<file path="src/design/tpm_pkg.sv">
// Shared constants, codes and control types of the timer pool manager.
package tpm_pkg;

  localparam int unsigned TIMERS      = 16;
  localparam int unsigned COUNT_WIDTH = 32;
  localparam int unsigned IDX_W       = (TIMERS > 1) ? $clog2(TIMERS) : 1;
  localparam int unsigned SWP_W       = IDX_W + 1;
  localparam int unsigned RUN_W       = $clog2(TIMERS + 1);
  localparam int unsigned MAX_EVENTS  = 16;
  localparam int unsigned EVC_W       = $clog2(MAX_EVENTS + 1);
  localparam logic [4:0]  MAX_ARMED_RESET = 5'd16;

  typedef enum logic [2:0] {
    CMD_TICK      = 3'd0,
    CMD_ARM       = 3'd1,
    CMD_FORCE_ARM = 3'd2,
    CMD_CANCEL    = 3'd3,
    CMD_SUSPEND   = 3'd4,
    CMD_RESUME    = 3'd5
  } cmd_e;

  typedef enum logic [2:0] {
    ST_OK            = 3'd0,
    ST_ALREADY       = 3'd1,
    ST_NOT_ACTIVE    = 3'd2,
    ST_NOT_RUNNING   = 3'd3,
    ST_NOT_SUSPENDED = 3'd4,
    ST_SATURATED     = 3'd5,
    ST_EXPIRED       = 3'd6,
    ST_TICK_IDLE     = 3'd7
  } status_e;

  typedef enum logic [1:0] {
    TS_STOPPED   = 2'd0,
    TS_RUNNING   = 2'd1,
    TS_SUSPENDED = 2'd2
  } tstate_e;

  typedef enum logic [1:0] {
    S_IDLE  = 2'd0,
    S_EXEC  = 2'd1,
    S_SWEEP = 2'd2,
    S_TEND  = 2'd3
  } fsm_e;

  typedef struct packed {
    logic accept;
    logic exec;
    logic sweep;
    logic finish;
  } ctl_t;

  typedef struct packed {
    logic is_tick;
    logic out_free;
    logic sweep_done;
  } sts_t;

endpackage

</file>
<file path="src/design/tpm_if.sv">
// Handshake channels of the timer pool manager: command, result and configuration.
interface tpm_in_if;
  logic        valid;
  logic        ready;
  logic [2:0]  command;
  logic [3:0]  timer_id;
  logic [31:0] delay_ticks;
  logic        retrigger;

  modport source (output valid, command, timer_id, delay_ticks, retrigger, input ready);
  modport sink   (input valid, command, timer_id, delay_ticks, retrigger, output ready);
endinterface

interface tpm_out_if;
  logic        valid;
  logic        ready;
  logic [2:0]  status;
  logic [3:0]  event_timer;
  logic [31:0] remaining_ticks;
  logic        last;

  modport source (output valid, status, event_timer, remaining_ticks, last, input ready);
  modport sink   (input valid, status, event_timer, remaining_ticks, last, output ready);
endinterface

interface tpm_cfg_if;
  logic       valid;
  logic       ready;
  logic [4:0] max_armed;

  modport source (output valid, max_armed, input ready);
  modport sink   (input valid, max_armed, output ready);
endinterface

</file>
<file path="src/design/tpm_ctrl.sv">
// Sequencer of the timer pool manager: command execution and tick sweep.
module tpm_ctrl (
  input  logic          clk_i,
  input  logic          rst_ni,
  input  logic          in_valid_i,
  output logic          in_ready_o,
  input  tpm_pkg::sts_t sts_i,
  output tpm_pkg::ctl_t ctl_o
);

  tpm_pkg::fsm_e state_q, state_d;

  always_ff @(posedge clk_i or negedge rst_ni) begin
    if (!rst_ni) begin
      state_q <= tpm_pkg::S_IDLE;
    end else begin
      state_q <= state_d;
    end
  end

  always_comb begin
    state_d = state_q;
    case (state_q)
      tpm_pkg::S_IDLE: begin
        if (in_valid_i) begin
          state_d = sts_i.is_tick ? tpm_pkg::S_SWEEP : tpm_pkg::S_EXEC;
        end
      end
      tpm_pkg::S_EXEC: begin
        if (sts_i.out_free) begin
          state_d = tpm_pkg::S_IDLE;
        end
      end
      tpm_pkg::S_SWEEP: begin
        if (sts_i.sweep_done) begin
          state_d = tpm_pkg::S_TEND;
        end
      end
      tpm_pkg::S_TEND: begin
        if (sts_i.out_free) begin
          state_d = tpm_pkg::S_IDLE;
        end
      end
      default: state_d = tpm_pkg::S_IDLE;
    endcase
  end

  always_comb begin
    in_ready_o   = 1'b0;
    ctl_o        = '0;
    case (state_q)
      tpm_pkg::S_IDLE: begin
        in_ready_o   = 1'b1;
        ctl_o.accept = in_valid_i;
      end
      tpm_pkg::S_EXEC:  ctl_o.exec   = sts_i.out_free;
      tpm_pkg::S_SWEEP: ctl_o.sweep  = 1'b1;
      tpm_pkg::S_TEND:  ctl_o.finish = sts_i.out_free;
      default: ctl_o = '0;
    endcase
  end

endmodule

</file>
<file path="src/design/tpm_dp.sv">
// Datapath of the timer pool manager: timer stores, running count and result register.
module tpm_dp (
  input  logic          clk_i,
  input  logic          rst_ni,
  input  tpm_pkg::ctl_t ctl_i,
  output tpm_pkg::sts_t sts_o,
  input  logic [2:0]    command_i,
  input  logic [3:0]    timer_id_i,
  input  logic [31:0]   delay_ticks_i,
  input  logic          retrigger_i,
  input  logic          cfg_valid_i,
  input  logic [4:0]    cfg_max_armed_i,
  output logic          out_valid_o,
  input  logic          out_ready_i,
  output logic [2:0]    out_status_o,
  output logic [3:0]    out_event_timer_o,
  output logic [31:0]   out_remaining_o,
  output logic          out_last_o
);

  localparam int unsigned CW    = tpm_pkg::COUNT_WIDTH;
  localparam int unsigned IW    = tpm_pkg::IDX_W;
  localparam int unsigned SW    = tpm_pkg::SWP_W;
  localparam int unsigned RW    = tpm_pkg::RUN_W;
  localparam int unsigned EW    = tpm_pkg::EVC_W;

  // Latched command word.
  logic [2:0]    cmd_q;
  logic [3:0]    id_q;
  logic [CW-1:0] delay_q;
  logic          retrig_q;

  // Timer stores.
  tpm_pkg::tstate_e st_q [tpm_pkg::TIMERS];
  logic [CW-1:0]    rem_mem_q [tpm_pkg::TIMERS];
  logic [CW-1:0]    per_mem_q [tpm_pkg::TIMERS];
  logic             ren_mem_q [tpm_pkg::TIMERS];
  logic [CW-1:0]    rem_rd_q, per_rd_q;
  logic             ren_rd_q;

  logic [RW-1:0] run_q;
  logic [4:0]    max_q;

  // Sweep state.
  logic [SW-1:0] rd_idx_q;
  logic          proc_vld_q;
  logic [IW-1:0] proc_idx_q;
  logic          pend_vld_q;
  logic [IW-1:0] pend_idx_q;
  logic [EW-1:0] evc_q;

  // Result register.
  logic        out_vld_q;
  logic [2:0]  out_st_q;
  logic [3:0]  out_id_q;
  logic [31:0] out_rem_q;
  logic        out_last_q;

  logic             out_free;
  logic [IW-1:0]    id_addr;
  logic [IW-1:0]    sel_idx;
  tpm_pkg::tstate_e cur_st;
  logic             id_ok;
  logic             rd_more, rd_en;
  logic [IW-1:0]    raddr;

  logic             p_run, p_exp, p_emit, push_pend, stall, adv;
  logic [RW-1:0]    run_dec_p, run_dec_id;
  logic             reload_ok;

  tpm_pkg::status_e ex_status;
  logic             ex_st_we, ex_mem_we;
  tpm_pkg::tstate_e ex_st_new;
  logic [RW-1:0]    ex_run;
  logic [31:0]      ex_rem;

  assign out_free = !out_vld_q || out_ready_i;
  assign id_addr  = IW'(id_q);
  assign id_ok    = 32'(id_q) < tpm_pkg::TIMERS;
  assign sel_idx  = ctl_i.sweep ? proc_idx_q : id_addr;
  assign cur_st   = st_q[sel_idx];

  // Sweep: read slot rd_idx while slot proc_idx is evaluated.
  assign rd_more   = rd_idx_q != SW'(tpm_pkg::TIMERS);
  assign p_run     = proc_vld_q && (cur_st == tpm_pkg::TS_RUNNING);
  assign p_exp     = p_run && (rem_rd_q <= CW'(1));
  assign p_emit    = p_exp && (evc_q < EW'(tpm_pkg::MAX_EVENTS));
  assign push_pend = p_emit && pend_vld_q;
  assign stall     = push_pend && !out_free;
  assign adv       = ctl_i.sweep && !stall;
  assign run_dec_p = run_q - RW'(run_q != '0);
  assign reload_ok = ren_rd_q && (32'(run_dec_p) < 32'(max_q));

  assign rd_en = ctl_i.accept || (adv && rd_more);
  assign raddr = ctl_i.accept ? IW'(timer_id_i) : rd_idx_q[IW-1:0];

  assign sts_o.is_tick    = command_i == tpm_pkg::CMD_TICK;
  assign sts_o.out_free   = out_free;
  assign sts_o.sweep_done = !rd_more && !proc_vld_q;

  // Command execution for the latched word.
  always_comb begin
    ex_status  = tpm_pkg::ST_OK;
    ex_st_we   = 1'b0;
    ex_st_new  = tpm_pkg::TS_STOPPED;
    ex_run     = run_q;
    ex_mem_we  = 1'b0;
    ex_rem     = '0;
    run_dec_id = run_q - RW'((cur_st == tpm_pkg::TS_RUNNING) && (run_q != '0));
    case (cmd_q)
      tpm_pkg::CMD_ARM: begin
        if (!id_ok) begin
          ex_status = tpm_pkg::ST_NOT_ACTIVE;
        end else if (cur_st != tpm_pkg::TS_STOPPED) begin
          ex_status = tpm_pkg::ST_ALREADY;
        end else if (32'(run_q) >= 32'(max_q)) begin
          ex_status = tpm_pkg::ST_SATURATED;
        end else begin
          ex_st_we  = 1'b1;
          ex_st_new = tpm_pkg::TS_RUNNING;
          ex_run    = run_q + RW'(1);
          ex_mem_we = 1'b1;
        end
      end
      tpm_pkg::CMD_FORCE_ARM: begin
        if (!id_ok) begin
          ex_status = tpm_pkg::ST_NOT_ACTIVE;
        end else if (32'(run_dec_id) >= 32'(max_q)) begin
          ex_status = tpm_pkg::ST_SATURATED;
          ex_st_we  = 1'b1;
          ex_st_new = tpm_pkg::TS_STOPPED;
          ex_run    = run_dec_id;
        end else begin
          ex_st_we  = 1'b1;
          ex_st_new = tpm_pkg::TS_RUNNING;
          ex_run    = run_dec_id + RW'(1);
          ex_mem_we = 1'b1;
        end
      end
      tpm_pkg::CMD_CANCEL: begin
        if (!id_ok || cur_st == tpm_pkg::TS_STOPPED) begin
          ex_status = tpm_pkg::ST_NOT_ACTIVE;
        end else begin
          ex_st_we  = 1'b1;
          ex_st_new = tpm_pkg::TS_STOPPED;
          ex_run    = run_dec_id;
        end
      end
      tpm_pkg::CMD_SUSPEND: begin
        if (!id_ok) begin
          ex_status = tpm_pkg::ST_NOT_ACTIVE;
        end else if (cur_st != tpm_pkg::TS_RUNNING) begin
          ex_status = tpm_pkg::ST_NOT_RUNNING;
        end else begin
          ex_st_we  = 1'b1;
          ex_st_new = tpm_pkg::TS_SUSPENDED;
          ex_run    = run_dec_id;
          ex_rem    = 32'(rem_rd_q);
        end
      end
      tpm_pkg::CMD_RESUME: begin
        if (!id_ok) begin
          ex_status = tpm_pkg::ST_NOT_ACTIVE;
        end else if (cur_st != tpm_pkg::TS_SUSPENDED) begin
          ex_status = tpm_pkg::ST_NOT_SUSPENDED;
        end else if (32'(run_q) >= 32'(max_q)) begin
          ex_status = tpm_pkg::ST_SATURATED;
        end else begin
          ex_st_we  = 1'b1;
          ex_st_new = tpm_pkg::TS_RUNNING;
          ex_run    = run_q + RW'(1);
        end
      end
      default: ex_status = tpm_pkg::ST_TICK_IDLE;
    endcase
  end

  always_ff @(posedge clk_i) begin
    if (ctl_i.accept) begin
      cmd_q    <= command_i;
      id_q     <= timer_id_i;
      delay_q  <= CW'(delay_ticks_i);
      retrig_q <= retrigger_i;
    end
  end

  // Memories: one write port, one registered read port each.
  always_ff @(posedge clk_i) begin
    if (ctl_i.exec && ex_mem_we) begin
      rem_mem_q[id_addr] <= delay_q;
      per_mem_q[id_addr] <= delay_q;
      ren_mem_q[id_addr] <= retrig_q;
    end else if (adv && p_run) begin
      rem_mem_q[proc_idx_q] <= p_exp ? per_rd_q : rem_rd_q - CW'(1);
    end
    if (rd_en) begin
      rem_rd_q <= rem_mem_q[raddr];
      per_rd_q <= per_mem_q[raddr];
      ren_rd_q <= ren_mem_q[raddr];
    end
  end

  always_ff @(posedge clk_i or negedge rst_ni) begin
    if (!rst_ni) begin
      for (int i = 0; i < tpm_pkg::TIMERS; i++) begin
        st_q[i] <= tpm_pkg::TS_STOPPED;
      end
      run_q <= '0;
      max_q <= tpm_pkg::MAX_ARMED_RESET;
    end else begin
      if (ctl_i.exec && ex_st_we) begin
        st_q[id_addr] <= ex_st_new;
      end else if (adv && p_exp) begin
        st_q[proc_idx_q] <= reload_ok ? tpm_pkg::TS_RUNNING : tpm_pkg::TS_STOPPED;
      end
      if (ctl_i.exec) begin
        run_q <= ex_run;
      end else if (adv && p_exp && !reload_ok) begin
        run_q <= run_dec_p;
      end
      if (cfg_valid_i) begin
        max_q <= cfg_max_armed_i;
      end
    end
  end

  always_ff @(posedge clk_i or negedge rst_ni) begin
    if (!rst_ni) begin
      rd_idx_q   <= '0;
      proc_vld_q <= 1'b0;
      proc_idx_q <= '0;
      pend_vld_q <= 1'b0;
      pend_idx_q <= '0;
      evc_q      <= '0;
    end else if (ctl_i.accept) begin
      rd_idx_q   <= '0;
      proc_vld_q <= 1'b0;
      pend_vld_q <= 1'b0;
      evc_q      <= '0;
    end else begin
      if (adv) begin
        proc_vld_q <= rd_more;
        if (rd_more) begin
          proc_idx_q <= rd_idx_q[IW-1:0];
          rd_idx_q   <= rd_idx_q + SW'(1);
        end
        if (p_emit) begin
          pend_vld_q <= 1'b1;
          pend_idx_q <= proc_idx_q;
          evc_q      <= evc_q + EW'(1);
        end
      end
      if (ctl_i.finish) begin
        pend_vld_q <= 1'b0;
      end
    end
  end

  always_ff @(posedge clk_i or negedge rst_ni) begin
    if (!rst_ni) begin
      out_vld_q <= 1'b0;
    end else if (ctl_i.exec || (adv && push_pend) || ctl_i.finish) begin
      out_vld_q <= 1'b1;
    end else if (out_ready_i) begin
      out_vld_q <= 1'b0;
    end
  end

  always_ff @(posedge clk_i) begin
    if (ctl_i.exec) begin
      out_st_q   <= ex_status;
      out_id_q   <= id_q;
      out_rem_q  <= ex_rem;
      out_last_q <= 1'b1;
    end else if (adv && push_pend) begin
      out_st_q   <= tpm_pkg::ST_EXPIRED;
      out_id_q   <= 4'(pend_idx_q);
      out_rem_q  <= '0;
      out_last_q <= 1'b0;
    end else if (ctl_i.finish) begin
      out_st_q   <= pend_vld_q ? tpm_pkg::ST_EXPIRED : tpm_pkg::ST_TICK_IDLE;
      out_id_q   <= pend_vld_q ? 4'(pend_idx_q) : 4'd0;
      out_rem_q  <= '0;
      out_last_q <= 1'b1;
    end
  end

  assign out_valid_o       = out_vld_q;
  assign out_status_o      = out_st_q;
  assign out_event_timer_o = out_id_q;
  assign out_remaining_o   = out_rem_q;
  assign out_last_o        = out_last_q;

endmodule

</file>
<file path="src/design/timer_pool_manager.sv">
// Timer pool manager top level: command, result and configuration channels.
// Sequence: a timer command is latched on accept and then executed into the result register;
//   a tick sweeps the timer slots, one slot per cycle unless an expiry waits on a stalled
//   result channel, and then loads its final word. A new command word is taken only once
//   the final result word of the last one is loaded, which a stalled result channel delays.
// Reset: rst_ni clears all timers to stopped, the running count to zero and the
//   limit to 16; count, period and reload stores keep no reset value.
module timer_pool_manager (
  input  logic       clk_i,
  input  logic       rst_ni,
  tpm_in_if.sink     in_i,
  tpm_out_if.source  out_o,
  tpm_cfg_if.sink    cfg_i
);

  tpm_pkg::ctl_t ctl;
  tpm_pkg::sts_t sts;

  // The limit register takes a word in any cycle.
  assign cfg_i.ready = 1'b1;

  // Sequencer: accept a word only while idle, then run the command or the sweep.
  tpm_ctrl u_ctrl (
    .clk_i      (clk_i),
    .rst_ni     (rst_ni),
    .in_valid_i (in_i.valid),
    .in_ready_o (in_i.ready),
    .sts_i      (sts),
    .ctl_o      (ctl)
  );

  // Datapath: hold timer state, advance counts on tick, drive the result register.
  tpm_dp u_dp (
    .clk_i             (clk_i),
    .rst_ni            (rst_ni),
    .ctl_i             (ctl),
    .sts_o             (sts),
    .command_i         (in_i.command),
    .timer_id_i        (in_i.timer_id),
    .delay_ticks_i     (in_i.delay_ticks),
    .retrigger_i       (in_i.retrigger),
    .cfg_valid_i       (cfg_i.valid),
    .cfg_max_armed_i   (cfg_i.max_armed),
    .out_valid_o       (out_o.valid),
    .out_ready_i       (out_o.ready),
    .out_status_o      (out_o.status),
    .out_event_timer_o (out_o.event_timer),
    .out_remaining_o   (out_o.remaining_ticks),
    .out_last_o        (out_o.last)
  );

endmodule

</file>
<file path="src/flat_wrapper.sv">
// flat-port wrapper written by rule: the top's interface ports become plain ports
module timer_pool_manager_flat 
  (clk_i, rst_ni, in_i_valid, in_i_command, in_i_timer_id, in_i_delay_ticks, in_i_retrigger, in_i_ready, out_o_valid, out_o_status, out_o_event_timer, out_o_remaining_ticks, out_o_last, out_o_ready, cfg_i_valid, cfg_i_max_armed, cfg_i_ready);
  tpm_in_if in_i_i ();
  tpm_out_if out_o_i ();
  tpm_cfg_if cfg_i_i ();
  input  logic clk_i;
  input  logic rst_ni;
  input wire logic [$bits(in_i_i.valid)-1:0] in_i_valid;
  input wire logic [$bits(in_i_i.command)-1:0] in_i_command;
  input wire logic [$bits(in_i_i.timer_id)-1:0] in_i_timer_id;
  input wire logic [$bits(in_i_i.delay_ticks)-1:0] in_i_delay_ticks;
  input wire logic [$bits(in_i_i.retrigger)-1:0] in_i_retrigger;
  output wire logic [$bits(in_i_i.ready)-1:0] in_i_ready;
  output wire logic [$bits(out_o_i.valid)-1:0] out_o_valid;
  output wire logic [$bits(out_o_i.status)-1:0] out_o_status;
  output wire logic [$bits(out_o_i.event_timer)-1:0] out_o_event_timer;
  output wire logic [$bits(out_o_i.remaining_ticks)-1:0] out_o_remaining_ticks;
  output wire logic [$bits(out_o_i.last)-1:0] out_o_last;
  input wire logic [$bits(out_o_i.ready)-1:0] out_o_ready;
  input wire logic [$bits(cfg_i_i.valid)-1:0] cfg_i_valid;
  input wire logic [$bits(cfg_i_i.max_armed)-1:0] cfg_i_max_armed;
  output wire logic [$bits(cfg_i_i.ready)-1:0] cfg_i_ready;
  assign in_i_i.valid = in_i_valid;
  assign in_i_i.command = in_i_command;
  assign in_i_i.timer_id = in_i_timer_id;
  assign in_i_i.delay_ticks = in_i_delay_ticks;
  assign in_i_i.retrigger = in_i_retrigger;
  assign in_i_ready = in_i_i.ready;
  assign out_o_valid = out_o_i.valid;
  assign out_o_status = out_o_i.status;
  assign out_o_event_timer = out_o_i.event_timer;
  assign out_o_remaining_ticks = out_o_i.remaining_ticks;
  assign out_o_last = out_o_i.last;
  assign out_o_i.ready = out_o_ready;
  assign cfg_i_i.valid = cfg_i_valid;
  assign cfg_i_i.max_armed = cfg_i_max_armed;
  assign cfg_i_ready = cfg_i_i.ready;
  timer_pool_manager u_core (.clk_i(clk_i), .rst_ni(rst_ni), .in_i(in_i_i), .out_o(out_o_i), .cfg_i(cfg_i_i));
endmodule
</file>
<file path="config.mk">
export PLATFORM = sky130hd
export DESIGN_NAME = timer_pool_manager_flat
export DESIGN_NICKNAME = d
export VERILOG_FILES = /design/src/design/tpm_pkg.sv /design/src/design/tpm_if.sv /design/src/design/tpm_ctrl.sv /design/src/design/tpm_dp.sv /design/src/design/timer_pool_manager.sv /design/src/flat_wrapper.sv
export SDC_FILE = /design/constraint.sdc
export NUM_CORES = 2
export LEC_CHECK = 0
export BUFFER_PORTS_ARGS = -buffer_cell sky130_fd_sc_hd__buf_2
export CAP_MARGIN = 20
export CORE_ASPECT_RATIO = 1.5
export CORE_MARGIN = 2
export CORE_UTILIZATION = 40
export CTS_BUF_LIST = sky130_fd_sc_hd__clkbuf_8
export DETAILED_ROUTE_END_ITERATION = 8
export GPL_TIMING_DRIVEN = 0
export PLACE_DENSITY_LB_ADDON = 0.25
export RECOVER_POWER = 50
export SYNTH_ARGS = -nofsm -noshare
export SYNTH_HDL_FRONTEND = slang
export SYNTH_SLANG_ARGS = --single-unit
</file>
<file path="constraint.sdc">
create_clock -name clk_i -period 14 [get_ports clk_i]
set_input_delay 1.4 -clock clk_i [delete_from_list [all_inputs] [get_ports clk_i]]
set_output_delay 1.4 -clock clk_i [all_outputs]
set_load 0.01 [all_outputs]
</file>
Word level (Yosys, flattened, before mapping). Memory sizes are Yosys's and may differ from the RTL's. A register that Yosys moved wholly into a read port is not among the register bits. Cells that the tools add are included.

Div/mod/pow operators: 0. Shift-type cells: 0. $add $sub $neg: 7. Equality and inequality tests: 20. Reductions and logical operators: 52. Mux-type cells: 92. $mul: 0. Bitwise gates (word level): 4. Order comparisons: 10.

Operators by type and width (count): 32-bit two-way mux (9); 5-bit two-way mux (14); 32-bit bitwise mux (2); 1-bit two-way mux (33); 32-bit by 1-bit <= comparator with 1-bit output (second input constant) (1); 32-bit OR reduction (1); 32-bit by 1-bit subtractor with 32-bit output (second input constant) (1); 4-bit two-way mux (7); 5-bit one-hot mux with 5 select lines (1); 2-bit two-way mux (11); 3-bit two-way mux (7); 5-bit by 1-bit adder with 5-bit output (second input constant) (4); 1-bit logical AND (18); 2-bit demux with 4-bit select (2); 2-bit nonzero test (8); 5-bit >= comparator (second input constant) (3); 4-bit NOT with 5-bit output (3); 3-bit one-hot mux with 5 select lines (1); 3-bit inequality test (second input constant) (4); 5-bit >= comparator (2); 5-bit by 1-bit < comparator with 1-bit output (second input constant) (2); 5-bit by 1-bit subtractor with 5-bit output (2); 3-bit AND reduction (3); 3-bit nonzero test (3); 25 further kinds (43).

Bits in latches: 0. Bits in writable memories: 1040. Memory bits (read-only): 0. Bits in registers: 145. Memories kept: 3.

Memory list: u_core.u_dp.per_mem_q (depth 16, width 32, rd ports 1, clocked after memory_dff 1, wr ports 1, line tpm_dp.sv:36) `logic [CW-1:0] per_mem_q [tpm_pkg::TIMERS];`; u_core.u_dp.rem_mem_q (depth 16, width 32, rd ports 1, clocked after memory_dff 1, wr ports 1, line tpm_dp.sv:35) `logic [CW-1:0] rem_mem_q [tpm_pkg::TIMERS];`; u_core.u_dp.ren_mem_q (depth 16, width 1, rd ports 1, clocked after memory_dff 1, wr ports 1, line tpm_dp.sv:37) `logic ren_mem_q [tpm_pkg::TIMERS];`.

Logic depth before layout (Yosys ltp).
Depth after elaboration: 21. Mapped depth: 22.

Modules after synthesis. Synthesis repeated with hierarchy kept, for this count alone.

Cells, all modules: 2756. Area, all modules: 50417.1 sq um.

Modules (own cells, without submodules): tpm_dp (times used 1, seq. area each 37151.9 sq um, area an instance 50290.7 sq um, cells each 2741); tpm_ctrl (times used 1, seq. area each 50.0 sq um, area an instance 115.1 sq um, cells each 13); timer_pool_manager (times used 1, seq. area each 0.0 sq um, area an instance 11.3 sq um, cells each 2).

Worst setup path after synthesis. Ideal clock, no wire load.

Kind: register -> register. From: register u_core.u_ctrl.state_q[0]. To: memory u_core.u_dp.rem_mem_q[7][0] (netlist name), enable pin. Library setup time: 0.466 ns. Required time: 13.534 ns. Arrival time: 6.297 ns. Path slack: 7.237 ns. Period minus slack after synthesis: 6.763 ns. Stages on the path, launching flop included: 22. Cells stage by stage: dfrtp_1 > nand2b_1 > buf_6 > a21boi_4 > buf_6 > mux2i_1 > o22ai_1 > nor4_4 > nor2b_1 > and2_1 > ha_1 > ha_1 > nand2_1 > xnor2_1 > inv_1 > ha_1 > a21oi_1 > o21ai_0 > nor2_1 > a31o_2 > nand3_1 > o21ai_0.

Cells in the longest elaborated chain, start to end: 21. Elaborated cells on any way between the ends: 34. Classes of those cells: add/sub: 1; order compare: 1; eq/ne: 3; mux: 16; bitwise: 1; reduce/logical: 12.

RTL lines: from (decl) (line tpm_ctrl.sv:11) `tpm_pkg::fsm_e state_q, state_d;`; from (signal assigned) (line tpm_ctrl.sv:15) `state_q <= tpm_pkg::S_IDLE;`; from (signal assigned) (line tpm_ctrl.sv:17) `state_q <= state_d;`; parallel branches: the longest is 21 deep, another holds 5-bit by 1-bit subtractor with 5-bit output; to (decl) (line tpm_dp.sv:35).

Parallel ways; which one is timed is not known. The select of a mux whose other input is x is not followed.

Final worst setup path.
From: register u_core.u_ctrl.state_q[0]. To: memory u_core.u_dp.rem_mem_q[12][25] (netlist name), enable pin.

Same word-level chain as after synthesis.

==> reports/metrics.csv <==
metric,value,unit
status,finished with violations,
violated checks,"capacitance limit, slew limit",
worst hold path type,reg -> reg,
post-synthesis mux area share,12.9,%
global-route wire length before repair,194,mm
row count,159,
Tot GR Track Use,20.8,%
reg2reg path depth,23,
core area,125000,um^2
final hold vios,0,
cell taking the most area after synthesis,edfxtp_1,
Sequential Power Share,49.0,%
largest family of logic cells by synthesized area,multiplexers,
Max-Cap Viols,3,
Reg2Reg Setup Slack,4.89,ns
Final period util,65.1,%
Area Overhead vs Synth,13.5,%
CTS H-tree depth,4,
reg2reg end,u_core.u_dp.rem_mem_q[12][25],
Filler cells,10600,
Synth Area in Simple Gates,5.59,%
Non-Filler Instances,4848,
Num CTS Buffers,180,
RSZ-0062 raised after global routing,false,
Synthesized Nets,2834,
post-synth cell types,80,
HPWL after detailed placement,93.7,mm
max incr delay on CP,1.15,ns
top post-synthesis cells by area,"edfxtp_1 71%, mux4_2 12%, dfrtp_1 3.2%",
initial antenna violation count,8,
CP Max Fanout,19,
GRT overflow,0,
fin area,57200,um^2
CP cell instances,nand2b_1 -> clkbuf_1 -> a21boi_0 -> clkbuf_1 -> mux2i_1 -> o22ai_1 -> nor4_1 -> nor2b_1 -> and2_1 -> ha_1 -> ha_1 -> nand2_1 -> xnor2_1 -> inv_1 -> ha_1 -> a21oi_1 -> o21ai_0 -> nor2_1 -> a31o_2 -> nand3_1 -> and2_1 -> o22ai_4 -> buf_12,
WHS,0.466,ns
RD Place Congestion,0.947,
via/cell ratio,5.62,
f_max,110,MHz
total power,9.65,mW
top sig layer,met5,
WP buf/inv,4,
Routed Antenna Nets,0,
LEAKAGE,19.0,nW
#FFs+latches synth,1250,
Clock Power Share,28.1,%
Worst Setup End Kind,flip-flop,
Crit Path Category,reg -> reg,
CTS tree,done,
Synth Area in XOR/XNOR,0.643,%
CP Launch Type,flip-flop,
final core utilization,45.7,%
"EDFF count, synth",1184,
DP Cell Count,4523,
WL/cell,27.4,um
combinational power share,22.9,%
DRT Wirelength,133,mm
Worst-path clk slew,0.06,ns
Worst-Margin Slew,3.99,ns
Hold EP,u_core.u_dp.out_last_o,
met2 WL,69.6,mm
mean post-synth cell area,18.3,um^2
root buffer cell,clkbuf_8,
pre-CTS setup slack,6.74,ns
"Worst Setup Slack, final",4.89,ns
Switching Fraction,31.1,%
proportion of layout cells with a drive suffix above 1,21.6,%
Initial Utilization,40.3,%
wl on met1,51.8,mm
Power Density,169,nW/um^2
worst flop-to-flop path startpoint,u_core.u_ctrl.state_q[0],
required time of the critical path,14.57,ns
top-area cell type share of the netlist area,70.6,%
sequential element share of the synthesized area,73.8,%
drt pass-1 iters,8,
"Primary FF master, synth",edfxtp_1,
"Slew Viols, Final",164,
"Setup violations, final",0,
synthesized instance count,2757,
Top delay family on crit path,simple AND/OR/NAND/NOR gates,
Adder-Cell Fraction of Synth Area,0.670,%
Die Span Y,439,um
met3 WL,6.73,mm
final net count,3173,
hold path cells,1,
Die ar.,129000,um^2
Post-CTS Setup Bufs,0,
CTS Hold Bufs,0,
Skew-Pair Late Insertion Delay,0.92,ns
via count,27200,
setup_tns,0,ns
clk sinks,1250,
P_int,6.65,mW
PostCTS Resize Cnt,0,
cell mode on critical path,ha_1,
clk buf depth,3,
largest net degree at the start of global routing,66,
relative slew slack,-166,%
HP Start,u_core.u_dp.out_last_o,
Synth Area in Compound Gates,4.57,%
Layout Skew,0.0686,ns
Slowest cell on crit path,a21boi_0,
Worst EP arrival,9.68,ns
die width,294,um
Initial DRC Count,2482,
PortBufs,90,
Max IR drop VDD,0.0959,mV
Remaining DRCs,0,
Tmin final,9.11,ns
I/O pin count,93,
Yosys warnings,0,
vias in the first global route,28900,
dpl cell area,54300,um^2
mapped cell area,50400,um^2
ys async rst share,5.20,%
Psw,3.01,mW
## sequential cells by signal, summed over array words and instances, names as in the netlist, 4 cells and up
| register | flops |
|---|---|
| u_core.u_dp.proc_idx_q | 4 |
| u_core.u_dp.evc_q | 5 |
| u_core.u_dp.per_rd_q | 32 |
| u_core.u_dp.per_mem_q | 512 |
| u_core.u_dp.ren_mem_q | 16 |
| u_core.u_dp.rem_rd_q | 32 |
| u_core.u_dp.delay_q | 32 |
| u_core.u_dp.st_q | 32 |
| u_core.u_dp.rd_idx_q | 5 |
| u_core.u_dp.out_remaining_o | 32 |
| u_core.u_dp.out_event_timer_o | 4 |
| u_core.u_dp.pend_idx_q | 4 |
| u_core.u_dp.max_q | 5 |
| u_core.u_dp.rem_mem_q | 512 |
| u_core.u_dp.id_addr | 4 |
| u_core.u_dp.run_q | 5 |
## cell type report
class,count,area [um^2],area share (%)
Multi-Input combinational cell,1308,12600,22.0
Buffer,164,708,1.24
Clock inverter,136,747,1.31
Timing Repair Buffer,157,1260,2.20
Antenna cell,2,5.00,0.00875
Sequential cell,1250,37200,65.0
Inverter,35,131,0.230
Clock buffer,186,2560,4.48
Tap cell,1610,2010,3.52
## placed cells by master, fill, tap and decap left out, types with 27 or more instances in the layout
cell type / n
a211oi_1: 71
xnor2_1: 28
o21ai_0: 83
mux4_2: 260
a31oi_1: 71
nor2_1: 49
clkbuf_1: 179
inv_1: 86
edfxtp_1: 1184
nand2_1: 265
mux2i_1: 42
and2_1: 72
dfrtp_1: 64
buf_2: 91
ha_1: 27
buf_12: 29
clkinv_1: 41
clkbuf_8: 186
and3_1: 40
## how the worst max path moves through the flow
stage | start | end | slack (ns) | depth (start not counted)
2_1_floorplan | u_core.u_ctrl.state_q[0] | u_core.u_dp.rem_mem_q[7][0] | 7.24 | 21
3_3_place_gp | u_core.u_dp.proc_idx_q[0] | u_core.u_dp.rem_mem_q[7][31] | 3.86 | 20
3_5_place_dp | u_core.u_dp.proc_idx_q[0] | u_core.u_dp.rem_mem_q[12][26] | 6.74 | 22
4_1_cts | u_core.u_dp.proc_idx_q[0] | u_core.u_dp.rem_mem_q[12][25] | 6.74 | 22
5_1_grt | u_core.u_ctrl.state_q[0] | u_core.u_dp.rem_mem_q[12][25] | 4.24 | 23
6_report | u_core.u_ctrl.state_q[0] | u_core.u_dp.rem_mem_q[12][25] | 4.89 | 23
## power groups by stage
stage / logic [mW] / registers (mW) / clock network (mW)
after floorplan: 1.45 / 4.69 / 0
after global placement: 2.19 / 4.80 / 0
after detailed placement: 2.29 / 4.79 / 0
after CTS: 2.30 / 4.71 / 2.78
after global routing: 2.39 / 4.75 / 2.93
final: 2.21 / 4.73 / 2.71
## synth_stat cells, types with 16 or more instances
cell type  number
a211oi_1       71
a21oi_1        26
a31oi_1        71
and2_1         73
and3_1         41
buf_2          55
clkbuf_1       91
dfrtp_1        64
edfxtp_1     1184
ha_1           27
inv_1          33
mux2_2         18
mux2i_1        43
mux4_2        260
nand2_1       265
nand3_1        25
nor2_1         62
nor3_1         24
nor4_1         21
o21ai_0        64
o21ai_1        26
o22ai_1        16
xnor2_1        28
## cell families (layout without fill, tap and decap cells)
logic type	after synthesis	in the layout
adder cells (fa/ha/maj)	27	27
buffers and inverters	199	678
AND/OR/NAND/NOR	577	577
flip-flops	1250	1250
other	1	3
multiplexers	323	323
AO/OA/AOI/OAI	343	343
XOR/XNOR	37	37
## routing by layer
| metal | GRT usage, % | up-vias |
|---|---|---|
| met2 | 37.1 | 899 |
| met4 | 8.06 | 4 |
| met1 | 25.2 | 14300 |
| met5 | 0 | - |
| met3 | 3.19 | 253 |
| li1 | - | 11800 |
No activity file was read; power rests on OpenSTA's default activity.
